File: config.mk
export PLATFORM = sky130hd
export DESIGN_NAME = serial_attribute_row_decoder_core
export DESIGN_NICKNAME = d
export VERILOG_FILES = /design/src/rtl/core/sard_pkg.sv /design/src/rtl/core/sard_input.sv /design/src/rtl/core/sard_attr.sv /design/src/rtl/core/serial_attribute_row_decoder_core.sv
export VERILOG_INCLUDE_DIRS = /design/src /design/src/rtl/core
export SDC_FILE = /design/constraint.sdc
export NUM_CORES = 1
export LEC_CHECK = 0
export ABC_AREA = 1
export BUFFER_PORTS_ARGS = -buffer_cell sky130_fd_sc_hd__buf_2
export CELL_PAD_IN_SITES_DETAIL_PLACEMENT = 2
export CELL_PAD_IN_SITES_GLOBAL_PLACEMENT = 2
export CORE_ASPECT_RATIO = 0.9
export CORE_UTILIZATION = 30
export CTS_CLUSTER_SIZE = 40
export DETAILED_ROUTE_END_ITERATION = 10
export GPL_TIMING_DRIVEN = 0
export HOLD_SLACK_MARGIN = 0.02
export MAX_ROUTING_LAYER = met4
export PLACE_DENSITY = 0.65
export SLEW_MARGIN = 40
export SYNTH_ARGS = -nofsm -noshare
export SYNTH_HDL_FRONTEND = slang
export SYNTH_SLANG_ARGS = --single-unit
File: constraint.sdc
create_clock -name i_clk -period 3.64 [get_ports i_clk]
set_input_delay 0.728 -clock i_clk [delete_from_list [all_inputs] [get_ports i_clk]]
set_output_delay 0.728 -clock i_clk [all_outputs]
set_load 0.005 [all_outputs]
File: src/rtl/core/serial_attribute_row_decoder_core_macros.svh
// ----------------------------------------------------------------------------
// Serial attribute row decoder assertion macros
// Shared concurrent assertion wrappers, compiled out when SYNTH is defined.
// ----------------------------------------------------------------------------
`ifndef SERIAL_ATTRIBUTE_ROW_DECODER_CORE_MACROS_SVH
`define SERIAL_ATTRIBUTE_ROW_DECODER_CORE_MACROS_SVH
`ifndef SYNTH
`define SARD_ASSERT(lbl, prop) \
    lbl: assert property (@(posedge i_clk) disable iff (!i_rst_n) (prop)) \
        else $error("sard: assertion failed");
`define SARD_ASSERT_NEXT(lbl, ante, cons) \
    lbl: assert property (@(posedge i_clk) disable iff (!i_rst_n) (ante) |=> (cons)) \
        else $error("sard: assertion failed");
`else
`define SARD_ASSERT(lbl, prop)
`define SARD_ASSERT_NEXT(lbl, ante, cons)
`endif
`endif

File: src/rtl/core/sard_pkg.sv
// ----------------------------------------------------------------------------
// sard_pkg
// Types, control codes and glyph mapping for the serial attribute row decoder.
// ----------------------------------------------------------------------------
package sard_pkg;

    localparam int C_COLS = 40;

    localparam logic [7:0] C_CODE_BG_FG      = 8'h1D;
    localparam logic [7:0] C_CODE_BG_BLACK   = 8'h1C;
    localparam logic [7:0] C_CODE_BLINK_ON   = 8'h08;
    localparam logic [7:0] C_CODE_BLINK_OFF  = 8'h09;
    localparam logic [7:0] C_CODE_NORMAL_H   = 8'h0C;
    localparam logic [7:0] C_CODE_DOUBLE_H   = 8'h0D;
    localparam logic [7:0] C_CODE_FIRST_SHOW = 8'h20;
    localparam logic [7:0] C_CODE_HIGH       = 8'h80;
    localparam logic [7:0] C_MOSAIC_LOW_BASE = 8'h60;
    localparam logic [7:0] C_MOSAIC_HI_BASE  = 8'h80;
    localparam logic [7:0] C_MOSAIC_HI_START = 8'h40;
    localparam logic [7:0] C_MOSAIC_LETTERS  = 8'h20;

    localparam logic [2:0] C_FG_DEFAULT = 3'd7;
    localparam logic [2:0] C_BG_DEFAULT = 3'd0;

    localparam logic [1:0] C_HEIGHT_NORMAL = 2'd0;
    localparam logic [1:0] C_HEIGHT_UPPER  = 2'd1;
    localparam logic [1:0] C_HEIGHT_LOWER  = 2'd2;
    localparam logic [1:0] C_HEIGHT_BAD    = 2'd3;

    typedef struct packed {
        logic [7:0] code;
        logic [7:0] prev_code;
        logic       lower;
        logic       row_start;
    } t_cell;

    function automatic logic [7:0] glyph_of(input logic [7:0] c, input logic mosaic);
        logic [7:0] d;
        logic [7:0] g;
        d = c - C_CODE_FIRST_SHOW;
        if (c < C_CODE_FIRST_SHOW || c >= C_CODE_HIGH) begin
            g = 8'd0;
        end else if (!mosaic) begin
            g = d;
        end else if (d < C_MOSAIC_LETTERS) begin
            g = C_MOSAIC_LOW_BASE + d;
        end else if (d < C_MOSAIC_HI_START) begin
            g = d;
        end else begin
            g = C_MOSAIC_HI_BASE + (d - C_MOSAIC_HI_START);
        end
        return g;
    endfunction

endpackage

File: src/rtl/core/sard_input.sv
// ----------------------------------------------------------------------------
// sard_input
// Column and row tracking, line store and input register of the decoder.
// ----------------------------------------------------------------------------
`include "serial_attribute_row_decoder_core_macros.svh"

module sard_input
    import sard_pkg::*;
#(
    parameter int COLS = C_COLS
) (
    input  logic       i_clk,
    input  logic       i_rst_n,
    input  logic       i_valid,
    output logic       o_ready,
    input  logic [7:0] i_code,
    input  logic       i_frame_start,
    output logic       o_valid,
    input  logic       i_ready,
    output t_cell      o_cell
);

    localparam int CW = $clog2(COLS);

    logic [7:0]    r_mem [COLS];
    logic [CW-1:0] r_col;
    logic [CW-1:0] n_col;
    logic          r_lh;
    logic          r_rhd;
    logic          n_rhd;
    logic          r_valid;
    logic [7:0]    r_code;
    logic [7:0]    r_prev;
    logic          r_lower;
    logic          r_row_start;
    logic          w_accept;
    logic [CW-1:0] w_cell_col;
    logic          w_row_start;
    logic          w_lower;

    assign o_ready     = !r_valid || i_ready;
    assign w_accept    = i_valid && o_ready;
    assign w_cell_col  = i_frame_start ? '0 : r_col;
    assign w_row_start = i_frame_start || (r_col == '0);
    assign w_lower     = i_frame_start ? 1'b0 : ((r_col == '0) ? r_rhd : r_lh);
    assign n_col       = (w_cell_col == CW'(COLS - 1)) ? '0 : w_cell_col + 1'b1;
    assign n_rhd       = (w_row_start ? 1'b0 : r_rhd) || (i_code == C_CODE_DOUBLE_H);

    always_ff @(posedge i_clk) begin
        if (!i_rst_n) begin
            r_col   <= '0;
            r_lh    <= 1'b0;
            r_rhd   <= 1'b0;
            r_valid <= 1'b0;
        end else begin
            if (w_accept) begin
                r_col <= n_col;
                r_lh  <= w_lower;
                r_rhd <= n_rhd;
            end
            if (o_ready) begin
                r_valid <= i_valid;
            end
        end
    end

    always_ff @(posedge i_clk) begin
        if (w_accept) begin
            r_prev             <= r_mem[w_cell_col];
            r_mem[w_cell_col]  <= i_code;
            r_code             <= i_code;
            r_lower            <= w_lower;
            r_row_start        <= w_row_start;
        end
    end

    assign o_valid          = r_valid;
    assign o_cell.code      = r_code;
    assign o_cell.prev_code = r_prev;
    assign o_cell.lower     = r_lower;
    assign o_cell.row_start = r_row_start;

    `SARD_ASSERT(a_col_range, r_col <= CW'(COLS - 1))
    `SARD_ASSERT_NEXT(a_fs_restart, w_accept && i_frame_start, r_col == CW'(1) && !r_lh)
    `SARD_ASSERT_NEXT(a_hold_stalled, r_valid && !i_ready, r_valid && $stable(r_code))

endmodule

File: src/rtl/core/sard_attr.sv
// ----------------------------------------------------------------------------
// sard_attr
// Running serial attributes, glyph mapping and result register.
// ----------------------------------------------------------------------------
`include "serial_attribute_row_decoder_core_macros.svh"

module sard_attr
    import sard_pkg::*;
(
    input  logic       i_clk,
    input  logic       i_rst_n,
    input  logic       i_valid,
    output logic       o_ready,
    input  t_cell      i_cell,
    output logic       o_valid,
    input  logic       i_ready,
    output logic [7:0] o_glyph,
    output logic [2:0] o_fg,
    output logic [2:0] o_bg,
    output logic       o_blink,
    output logic [1:0] o_height
);

    logic [2:0] r_fg_col;
    logic [2:0] r_bg_col;
    logic       r_mosaic;
    logic       r_blink_on;
    logic       r_dh;
    logic [2:0] n_fg;
    logic [2:0] n_bg;
    logic       n_mosaic;
    logic       n_blink;
    logic       n_dh;
    logic [7:0] n_glyph;
    logic [1:0] n_height;
    logic [7:0] w_c;
    logic       w_set_fg;
    logic       w_adv;
    logic       r_out_valid;
    logic [7:0] r_glyph;
    logic [2:0] r_out_fg;
    logic [2:0] r_out_bg;
    logic       r_out_blink;
    logic [1:0] r_height;

    assign o_ready  = !r_out_valid || i_ready;
    assign w_adv    = i_valid && o_ready;
    assign w_c      = i_cell.lower ? i_cell.prev_code : i_cell.code;
    assign w_set_fg = (w_c[7:5] == 3'b000) && !w_c[3];

    always_comb begin
        n_fg     = i_cell.row_start ? C_FG_DEFAULT : r_fg_col;
        n_bg     = i_cell.row_start ? C_BG_DEFAULT : r_bg_col;
        n_mosaic = i_cell.row_start ? 1'b0 : r_mosaic;
        n_blink  = i_cell.row_start ? 1'b0 : r_blink_on;
        n_dh     = i_cell.row_start ? 1'b0 : r_dh;
        if (w_set_fg) begin
            n_fg     = w_c[2:0];
            n_mosaic = w_c[4];
        end
        if (w_c == C_CODE_BG_FG) begin
            n_bg = n_fg;
        end
        if (w_c == C_CODE_BG_BLACK) begin
            n_bg = C_BG_DEFAULT;
        end
        if (w_c == C_CODE_BLINK_ON) begin
            n_blink = 1'b1;
        end
        if (w_c == C_CODE_BLINK_OFF) begin
            n_blink = 1'b0;
        end
        if (w_c == C_CODE_NORMAL_H) begin
            n_dh = 1'b0;
        end
        if (w_c == C_CODE_DOUBLE_H) begin
            n_dh = 1'b1;
        end
        priority if (i_cell.lower && !n_dh) begin
            n_glyph  = 8'd0;
            n_height = C_HEIGHT_NORMAL;
        end else if (i_cell.lower) begin
            n_glyph  = glyph_of(w_c, n_mosaic);
            n_height = C_HEIGHT_LOWER;
        end else begin
            n_glyph  = glyph_of(w_c, n_mosaic);
            n_height = n_dh ? C_HEIGHT_UPPER : C_HEIGHT_NORMAL;
        end
    end

    always_ff @(posedge i_clk) begin
        if (!i_rst_n) begin
            r_fg_col    <= C_FG_DEFAULT;
            r_bg_col    <= C_BG_DEFAULT;
            r_mosaic    <= 1'b0;
            r_blink_on  <= 1'b0;
            r_dh        <= 1'b0;
            r_out_valid <= 1'b0;
        end else begin
            if (w_adv) begin
                r_fg_col   <= n_fg;
                r_bg_col   <= n_bg;
                r_mosaic   <= n_mosaic;
                r_blink_on <= n_blink;
                r_dh       <= n_dh;
            end
            if (o_ready) begin
                r_out_valid <= i_valid;
            end
        end
    end

    always_ff @(posedge i_clk) begin
        if (w_adv) begin
            r_glyph     <= n_glyph;
            r_out_fg    <= n_fg;
            r_out_bg    <= n_bg;
            r_out_blink <= n_blink;
            r_height    <= n_height;
        end
    end

    assign o_valid  = r_out_valid;
    assign o_glyph  = r_glyph;
    assign o_fg     = r_out_fg;
    assign o_bg     = r_out_bg;
    assign o_blink  = r_out_blink;
    assign o_height = r_height;

    `SARD_ASSERT(a_height_code, !r_out_valid || (r_height != C_HEIGHT_BAD))
    `SARD_ASSERT_NEXT(a_blank_cell, w_adv && i_cell.lower && !n_dh, r_glyph == 8'd0 && r_height == C_HEIGHT_NORMAL)
    `SARD_ASSERT_NEXT(a_row_start_fg, w_adv && i_cell.row_start && !w_set_fg, r_out_fg == C_FG_DEFAULT)

endmodule

File: src/rtl/core/serial_attribute_row_decoder_core.sv
// The result of an accepted transaction passes the input register, then the result register.
// Throughput: one cell per cycle unless stalled; one line store read and one write per cell.
// A master-side stall holds the result register; the input register takes at most one
// more cell, then tready drops until the master side accepts again.
// Reset (i_rst_n low, synchronous) clears column, row tracking, attributes and valids.
// The line store is not cleared and needs no clearing pass.
// ----------------------------------------------------------------------------
// serial_attribute_row_decoder_core
// Serial attribute row decoder: raw character codes in, glyph and attributes out.
// ----------------------------------------------------------------------------
module serial_attribute_row_decoder_core
    import sard_pkg::*;
#(
    parameter int COLS = C_COLS
) (
    input  logic        i_clk,
    input  logic        i_rst_n,
    input  logic        i_s_axis_tvalid,
    output logic        o_s_axis_tready,
    input  logic [7:0]  i_s_axis_tdata,   // code[7:0]
    input  logic        i_s_axis_tuser,   // frame_start
    output logic        o_m_axis_tvalid,
    input  logic        i_m_axis_tready,
    output logic [23:0] o_m_axis_tdata    // glyph[7:0], foreground[10:8], background[13:11],
                                          // blink[14], height[16:15], zero[23:17]
);

    t_cell      w_cell;
    logic       w_cell_valid;
    logic       w_cell_ready;
    logic [7:0] w_glyph;
    logic [2:0] w_fg;
    logic [2:0] w_bg;
    logic       w_blink;
    logic [1:0] w_height;

    sard_input #(
        .COLS (COLS)
    ) u_input (
        .i_clk         (i_clk),
        .i_rst_n       (i_rst_n),
        .i_valid       (i_s_axis_tvalid),
        .o_ready       (o_s_axis_tready),
        .i_code        (i_s_axis_tdata),
        .i_frame_start (i_s_axis_tuser),
        .o_valid       (w_cell_valid),
        .i_ready       (w_cell_ready),
        .o_cell        (w_cell)
    );

    sard_attr u_attr (
        .i_clk    (i_clk),
        .i_rst_n  (i_rst_n),
        .i_valid  (w_cell_valid),
        .o_ready  (w_cell_ready),
        .i_cell   (w_cell),
        .o_valid  (o_m_axis_tvalid),
        .i_ready  (i_m_axis_tready),
        .o_glyph  (w_glyph),
        .o_fg     (w_fg),
        .o_bg     (w_bg),
        .o_blink  (w_blink),
        .o_height (w_height)
    );

    assign o_m_axis_tdata = {7'd0, w_height, w_blink, w_bg, w_fg, w_glyph};

endmodule

# --- Word level (Yosys, flattened, before mapping) ---
# Memories as Yosys holds them, arrays and structs flattened. A register that Yosys moved wholly into a read port is not among the register bits.
# Cells that the tools add are included.
totals:
  ff_bits: 46
  wordCells: 80
  ram_bits: 320
  mem_count: 1
  inputBits: 13
op_classes:
  n_reduce_logical: 17
  add_sub_neg: 5
  n_lt_le_gt_ge: 4
  n_mux: 26
  eq_ne: 8
mem_list:
  columns: ["memory", "words", "width", "rd", "rd_ports_with_merged_regs", "write_ports", "line_no", "rtl"]
  rows:
  - ["u_input.r_mem", 40, 8, 1, 1, 1, "sard_input.sv:25", "logic [7:0] r_mem [COLS];"]
ops:
  columns: ["cell", "n"]
  rows:
  - ["== test 8 x 4 -> 1 bit (second input constant)", 5]
  - ["2-to-1 mux 8 bit", 4]
  - ["== test 8 x 5 -> 1 bit (second input constant)", 2]
  - ["< comparator 8 x 6 -> 1 bit (second input constant)", 2]
  - ["2-to-1 mux 3 bit", 5]
  - ["2-to-1 mux 1 bit", 14]
  - ["2-to-1 mux 6 bit", 2]
  - ["adder 7 x 8 -> 8 bit (first input constant)", 1]
  - ["adder 8 bit (first input constant)", 1]
  - ["greater-or-equal comparator 8 bit (second input constant)", 1]
  - ["< comparator 8 x 7 -> 1 bit (second input constant)", 1]
  - ["subtractor 8 x 6 -> 8 bit (second input constant)", 1]
  - ["subtractor 8 x 7 -> 8 bit (second input constant)", 1]
  - ["adder 6 x 1 -> 6 bit (second input constant)", 1]
  - ["== test 6 bit (second input constant)", 1]
  - ["zero test 6 bit", 1]
  - ["logical OR 1 bit", 5]
  - ["logical AND 1 bit", 4]
  - ["zero test 1 bit", 4]
  - ["OR reduction 2 bit", 2]
  - ["zero test 3 bit", 1]
  - ["2-to-1 mux 2 bit", 1]

# --- Logic depth before layout (Yosys ltp) ---
# Gate-level depths: netlist of the first run.
logic_depth:
  word_depth: 7
  mapped_depth: 16
  depth_no_buf: 15

# --- By module ---
# A second synthesis of the first run with hierarchy kept.
hier_totals:
  hier_cells: 1586
  area_unflattened_um2: 16394.5
modules_own_cells:
  columns: ["mod", "area_each_um2", "seq_area_each_um2", "instances", "cells_each"]
  rows:
  - ["sard_input", 14662.8, 10329.9, 1, 1368]
  - ["sard_attr", 1667.8, 710.7, 1, 209]
  - ["serial_attribute_row_decoder_core", 63.8, 0.0, 1, 9]

# --- Least setup slack after synthesis of the first run ---
# Ideal clock, no wire load.
synth_path:
  kind: "input port to flip-flop"
  from: "in i_m_axis_tready"
  to: "mem u_input.r_mem[17][0] (enable)"
  path_buffers: 1
  arrival_ps: 2611
  setup_slack_ps: 658
  t_required_ps: 3269
  stages: 7
  path_cell_list: "inv_1 > nand3_1 > nand2_1 > inv_1 > buf_1 > nand2_1 > nor2_1"
synth_via:
  elab_chain_len: 5
synth_rtl:
  columns: ["item", "line_no", "rtl"]
  rows:
  - ["start, declared", "serial_attribute_row_decoder_core.sv:23", "input logic i_m_axis_tready,"]
  - ["logical OR 1 bit", "sard_attr.sv:46", "assign o_ready = !r_out_valid || i_ready;"]
  - ["logical OR 1 bit", "sard_input.sv:41", "assign o_ready = !r_valid || i_ready;"]
  - ["named net o_s_axis_tready", "serial_attribute_row_decoder_core.sv:19", "output logic o_s_axis_tready,"]
  - ["logical AND 1 bit", "sard_input.sv:42", "assign w_accept = i_valid && o_ready;"]
  - ["named net u_input.w_accept", "sard_input.sv:36", "logic w_accept;"]
  - ["2-to-1 mux 1 bit", "sard_input.sv:68", "if (w_accept) begin"]
  - ["2-to-1 mux 1 bit (not written as such)", "sard_input.sv:70", "r_mem[w_cell_col] <= i_code;"]
  - ["end, declared", "sard_input.sv:25", null]
# The timed path passes the listed nets, and every way through them passes these cells.

# --- Worst setup path in the final report of the first run ---
layout_path:
  from: "reg u_attr.r_out_valid (netlist: u_attr.o_valid)"
  to: "mem u_input.r_mem[20][5] (enable)"
layout_via:
  elab_chain_len: 6
layout_rtl:
  columns: ["item", "line_no", "rtl"]
  rows:
  - ["start, declared", "sard_attr.sv:39", "logic r_out_valid;"]
  - ["start signal, assigned", "sard_attr.sv:108", "r_out_valid <= i_valid;"]
  - ["zero test 1 bit", "sard_attr.sv:46", null]
  - ["logical OR 1 bit", "sard_attr.sv:46", null]
  - ["logical OR 1 bit", "sard_input.sv:41", null]
  - ["logical AND 1 bit", "sard_input.sv:42", null]
  - ["named net u_input.w_accept", "sard_input.sv:36", null]
  - ["2-to-1 mux 1 bit", "sard_input.sv:68", null]
  - ["2-to-1 mux 1 bit (not written as such)", "sard_input.sv:70", null]
# The timed path passes the listed nets, and every way through them passes these cells.

==> results by group, run 1 <==
Synthesis
  • Gate Count Post-Synth: 1547
  • Post-synth cell types: 32
  • Post-synth top area cell: edfxtp_1
  • Leading post-synthesis cells by cell area: edfxtp_1, nand2_1, inv_1
  • Syn avg cell area: 10.3 µm²
  • Yosys warns: 0
  • Register area share after synthesis: 69.1%
  • Mapped Area: 16000 µm²
  • Seq cells post-synth: 374
  • Commonest cells in the netlist: nand2_1, edfxtp_1, inv_1, nor2_1, a21oi_1
  • Top FF cell, synth: edfxtp_1
  • Most numerous cell in the Yosys netlist: nand2_1
  • Top cell type's share of synthesized area: 66.7%
  • Post-synth EDFFs: 355
  • Post-synth ARST share: 0%

GRT
  • Largest net degree at the start of global routing: 43
  • GRT Max-Usage Layer: met2
  • Number of global-route vias before repair: 12.4k
  • Total gr overflow: 0
  • Met3 Resource Use GR: 2.91%
  • First-pass GRT wire length: 81900 µm
  • GRT Total Usage: 21.4%
  • M1 GR Usage: 28.8%
  • Met2 Use GR: 33.5%
  • Initial antenna violation count: 0

CTS
  • CTS tree: yes
  • CTS H-tree lvls: 2
  • Post-CTS Resized: 0
  • CTS buffer count: 44
  • Hold buffers post-CTS: 0
  • Longest Clk Path Bufs: 3
  • Post-CTS Setup Bufs: 0
  • Clock Pin Slew Worst Setup and Hold Paths: 0.05 ns
  • Worst skew pair latency: 0.58 ns
  • Sink Count: 374
  • Clk root buf: clkbuf_16

STA
  • Final Max Slew Viols: 0
  • Post-route minimum period: 3.17 ns
  • RSZ-0062 raised after global routing: false
  • Worst Tran Pin Value: 0.888 ns
  • Fin. Hold Viols: 0
  • Final setup viols: 0
  • Max Freq: 315 MHz
  • Rel. slew slack: 40.7%
  • PnR worst setup slack: 0.467 ns
  • Clock skew: 0.0184 ns
  • Period utilisation layout: 87.2%

Power and ir drop
  • Cell Int Power: 7.32 mW
  • Power, Total: 9.62 mW
  • Worst IR Drop VDD: 0.326 mV
  • Part of the power in combinational logic: 6.9%
  • Clk pwr share: 43.3%
  • Reg power frac: 49.8%
  • Pleak: 7.27 nW
  • Psw: 2.29 mW
  • Power per Cell Area: 521 nW/µm²
  • Sw frac: 23.9%

Floorplanning
  • Io pins: 39
  • Initial Util: 30.6%
  • DIE HEIGHT: 221 µm
  • CORE AREA: 52200 µm²
  • Floorplan row count: 79
  • DIE WIDTH: 245 µm
  • Die area: 54200 µm²

Layout
  • Layout fillers: 5625
  • Antenna diode count: 0
  • Final #Nets: 1650
  • Share of layout cells above drive strength 1: 11.7%
  • Final core utilization: 35.4%
  • Synth-to-layout area growth: 15.6%
  • Register area: 11000 µm²
  • Multi-input gate area: 4310 µm²
  • Final Non-Filler Cells: 2351

Critical path
  • Critical Path Fanout Max: 27
  • Worst EP arrival: 3.36 ns
  • Startpoint Class: flop
  • Crit Path Class: flop to flop
  • Reg2reg setup slack: 0.47 ns
  • Setup crit end kind: flop
  • Worst EP required: 3.83 ns

Placed design
  • Pre-CTS setup slack: -0.0514 ns
  • Placed insts: 2272
  • IO buf count: 31
  • HPWL after DPL: 37500 µm
  • Final GP Congestion: 0.812

Outcome
  • Outcome: completed

Drt
  • DR DRC count: 0
  • Via Count: 11.6k
  • Routed length per placed instance: 23.5 µm
  • Drt first pass iters: 5
  • Antenna Nets Post-Route: 0
  • Total wire length: 55300 µm
  • Via density per instance: 4.93
  • DR iter-0 viols: 727

Flow run
  • Maxcap violations: 0

Min path
  • Hold WC Path Type: input port to flop
state kept, by name, summed over array words and instances, names as in the netlist, 2 cells and up:
name             cells
u_attr.o_glyph       8
u_input.r_col        6
u_input.r_code       8
u_attr.o_height      2
u_attr.r_bg_col      3
u_attr.r_fg_col      3
u_input.r_prev       8
u_attr.o_fg          3
u_input.r_mem      320
u_attr.o_bg          3
per-stage QoR:
step                      cell area [µm²]  TNS (ns)  hold slack [ns]
after global routing                18500         0            0.498
after CTS                           18500         0            0.462
after global placement              17000   -141.11            0.456
after floorplan                     16000         0            0.443
final                               18500         0            0.478
after detailed placement            17100    -0.506            0.466
cell families (layout without fill, tap and decap cells):
kind of cell               after synthesis  in the layout  synth area share [%]
DFF                                    374            374                  69.1
xor gates and xnor gates                 4              4                 0.219
other                                    1              7                0.0235
AOI/OAI and AO/OA                      150            150                  5.03
and+or+nand+nor                        835            835                  20.4
adders and majority gates                7              7                 0.548
buffers and inverters                  176            286                  4.73
worst max-delay path, stage by stage (launching register included):
cell and delay [ns]:
dfxtp_1 0.32, nand3_1 0.12, nand2_1 0.25, inv_1 0.27, buf_2 0.57, nand2_1 0.45
nor2_2 0.80
cell type report:
cell class / instances / share of cell area, %
clock inverters: 25 / 0.874
plain buffers: 69 / 1.94
repair buffers: 31 / 0.949
multi-input cells: 1003 / 23.3
flip-flops and latches: 374 / 59.8
well taps: 688 / 4.66
clock buffers: 54 / 6.28
inverters: 107 / 2.17
final timing paths:
kind	start	depth (start not counted)	endpoint
min	i_m_axis_tready	4	u_attr.o_valid$_SDFFE_PN0P_
max	u_attr.o_valid$_SDFFE_PN0P_	6	u_input.r_mem[20][5]$_DFFE_PP_
max reg2reg	u_attr.o_valid$_SDFFE_PN0P_	6	u_input.r_mem[20][5]$_DFFE_PP_
min reg2reg	u_attr.r_fg_col[0]$_SDFFE_PN1P_	2	u_attr.r_fg_col[0]$_SDFFE_PN1P_
cell usage in the layout, fill, tap and decap left out, drive strengths merged, types with 3 or more instances in the layout:
master / instances
conb: 7
o211ai: 13
edfxtp: 355
nand2: 680
nand4: 4
nand3: 42
ha: 7
inv: 107
o21ai: 61
nor3: 4
dfxtp: 19
xor2: 3
nor2: 99
a21oi: 75
buf: 79
clkinv: 22
clkbuf: 75
per-layer routing:
metal	up-vias	part of all wire, %
met5	-	0
met1	5990	47
li1	5276	-
met2	232	47
met3	84	4.4
met4	0	2.1
power groups by stage:
stage               Combinational [mW]  Sequential (mW)  Clock (mW)
CTS                              0.674             4.79        4.25
global route                     0.737             4.79        4.41
global placement                 0.643             4.88           0
finish                           0.665             4.79        4.16
floorplan                        0.359             4.87           0
detailed placement               0.668             4.88           0
Power figures use the tool's default switching activity.
==> inputs of run 2 (changes only) <==
- SYNTH_HIERARCHICAL: default -> 1
==> results by group, run 2 <==
Synthesis
  • Commonest cells in the netlist: nand2_1, edfxtp_1, inv_1, nor2_1, a21oi_1
  • Most numerous cell in the Yosys netlist: nand2_1
  • Yosys warns: 6
  • Syn avg cell area: 10.3 µm²
  • Post-synth cell types: 35
  • Leading post-synthesis cells by cell area: edfxtp_1, nand2_1, inv_1
  • Gate Count Post-Synth: 1586
  • Register area share after synthesis: 67.3%
  • Top cell type's share of synthesized area: 65.0%
  • Mapped Area: 16400 µm²
  • Top FF cell, synth: edfxtp_1
  • Post-synth top area cell: edfxtp_1
  • Seq cells post-synth: 374
  • Post-synth ARST share: 0%
  • Post-synth EDFFs: 355

Critical path
  • Critical Path Fanout Max: 27
  • Reg2reg setup slack: 0.43 ns
  • Crit Path Class: flop to flop
  • Worst EP arrival: 3.40 ns
  • Worst EP required: 3.84 ns
  • Setup crit end kind: flop
  • Startpoint Class: flop

Drt
  • Via density per instance: 4.90
  • Routed met1 length: 25800 µm
  • WL met2: 27400 µm
  • Max Used Layer: met4
  • Antenna Nets Post-Route: 0
  • Total wire length: 57500 µm
  • Via Count: 11.8k
  • Drt first pass iters: 5
  • Met3 routed WL: 2830 µm
  • DR DRC count: 0
  • Routed length per placed instance: 24.0 µm
  • DR iter-0 viols: 604

Placed design
  • Final GP Congestion: 0.818
  • HPWL after DPL: 38200 µm
  • IO buf count: 30
  • Pre-CTS setup slack: -0.0103 ns

STA
  • Final setup viols: 0
  • Post-route minimum period: 3.21 ns
  • PnR worst setup slack: 0.434 ns
  • Fin. Hold Viols: 0
  • Clock skew: 0.0199 ns
  • TNS Setup: 0 ns
  • Period utilisation layout: 88.1%
  • Max Freq: 312 MHz
  • Rel. slew slack: 42.3%
  • Worst Tran Pin Value: 0.860 ns
  • RSZ-0062 raised after global routing: false
  • Final Max Slew Viols: 0

Power and ir drop
  • Part of the power in combinational logic: 7.3%
  • Pleak: 7.57 nW
  • Sw frac: 24.1%
  • Clk pwr share: 44.6%
  • Worst IR Drop VDD: 0.437 mV
  • Reg power frac: 48.1%
  • Power per Cell Area: 523 nW/µm²
  • Psw: 2.39 mW
  • Cell Int Power: 7.55 mW

CTS
  • Sink Count: 374
  • Worst skew pair latency: 0.58 ns
  • Longest Clk Path Bufs: 3
  • CTS buffer count: 43
  • CTS H-tree lvls: 2
  • Post-CTS Setup Bufs: 0
  • Clock Pin Slew Worst Setup and Hold Paths: 0.06 ns
  • CTS tree: yes
  • Post-CTS Resized: 0
  • Hold buffers post-CTS: 0
  • Clk root buf: clkbuf_16

GRT
  • Initial antenna violation count: 0
  • Largest net degree at the start of global routing: 43
  • First-pass GRT wire length: 83800 µm
  • Total gr overflow: 0
  • Number of global-route vias before repair: 12.6k
  • GRT Total Usage: 21.6%

Floorplanning
  • CORE AREA: 53500 µm²
  • Die area: 55600 µm²
  • DIE WIDTH: 248 µm
  • Floorplan row count: 80
  • DIE HEIGHT: 224 µm
  • Io pins: 39
  • Initial Util: 30.7%

Layout
  • Most frequent cells in the layout: nand2_1, edfxtp_1, inv_1
  • Share of layout cells above drive strength 1: 15.2%
  • Synth-to-layout area growth: 15.9%
  • Register area: 11000 µm²
  • Antenna diode count: 0
  • Biggest register: u_input/r_mem
  • Multi-input gate area: 4560 µm²
  • Number of flip-flops in the largest register: 320
  • Commonest non-fill, non-tap cell in the layout: nand2_1
  • Final core utilization: 35.6%
  • Layout fillers: 5800
  • Final #Nets: 1690

Flow run
  • Maxcap violations: 0

Min path
  • Hold WC Path Type: flop to flop

Outcome
  • Outcome: completed
[run 2: routing by layer]
| layer | up-vias | track usage, % |
|---|---|---|
| li1 | 5369 | - |
| met1 | 6074 | 27.1 |
| met2 | 241 | 35.4 |
| met3 | 76 | 3.90 |
| met4 | 0 | 6.59 |
| met5 | - | - |
[run 2: path summary, 6_finish.rpt]
path | depth (start not counted) | end | startpoint
setup / recovery | 8 | u_input/r_mem[13][5]$_DFFE_PP_ | u_attr/o_valid$_SDFFE_PN0N_
hold / removal | 2 | u_attr/r_fg_col[2]$_SDFFE_PN1P_ | u_attr/r_fg_col[2]$_SDFFE_PN1P_
setup reg to reg | 8 | u_input/r_mem[13][5]$_DFFE_PP_ | u_attr/o_valid$_SDFFE_PN0N_
hold reg to reg | 2 | u_attr/r_fg_col[2]$_SDFFE_PN1P_ | u_attr/r_fg_col[2]$_SDFFE_PN1P_
[run 2: critical path, stage by stage, from the launching register on]
cell	delay (ns)
dfxtp_1	0.31
nand2_1	0.11
inv_1	0.06
nand2_1	0.10
nand2_1	0.26
inv_1	0.31
buf_2	0.56
nand3_1	0.38
nor2_2	0.72
[run 2: layout make-up]
type	instances	share of cell area [%]
Buffer	69	2.47
Clock buffer	48	5.76
Clock inverter	29	1.66
Inverter	124	2.46
Multi-Input combinational cell	1025	24.0
Sequential cell	374	58.1
Tap cell	697	4.59
Timing Repair Buffer	33	1.00
[run 2: cells by family after synthesis]
family	Yosys count	synth area share [%]
compound gates	127	3.94
simple gates	880	22.3
xor+xnor	4	0.214
buf+inv	193	5.69
flops	374	67.3
fa+ha+maj	7	0.534
other cells	1	0.0229
[run 2: power by group through the flow]
stage	Sequential, mW	Combinational [mW]	Clock (mW)
after floorplan	4.87	0.412	0
after global placement	4.87	0.700	0
after detailed placement	4.87	0.731	0
after CTS	4.78	0.738	4.54
after global routing	4.78	0.806	4.69
final	4.78	0.729	4.43
[run 2: metrics by stage]
| stage | cells | area (µm²) | power (mW) | hold slack, ns |
|---|---|---|---|---|
| after floorplan | 1592 | 16400 | 5.28 | 0.443 |
| after global placement | 2319 | 17400 | 5.57 | 0.459 |
| after detailed placement | 2322 | 17600 | 5.61 | 0.469 |
| after CTS | 2399 | 19000 | 10.1 | 0.464 |
| after global routing | 2399 | 19000 | 10.3 | 0.515 |
| final | 2399 | 19000 | 9.94 | 0.482 |
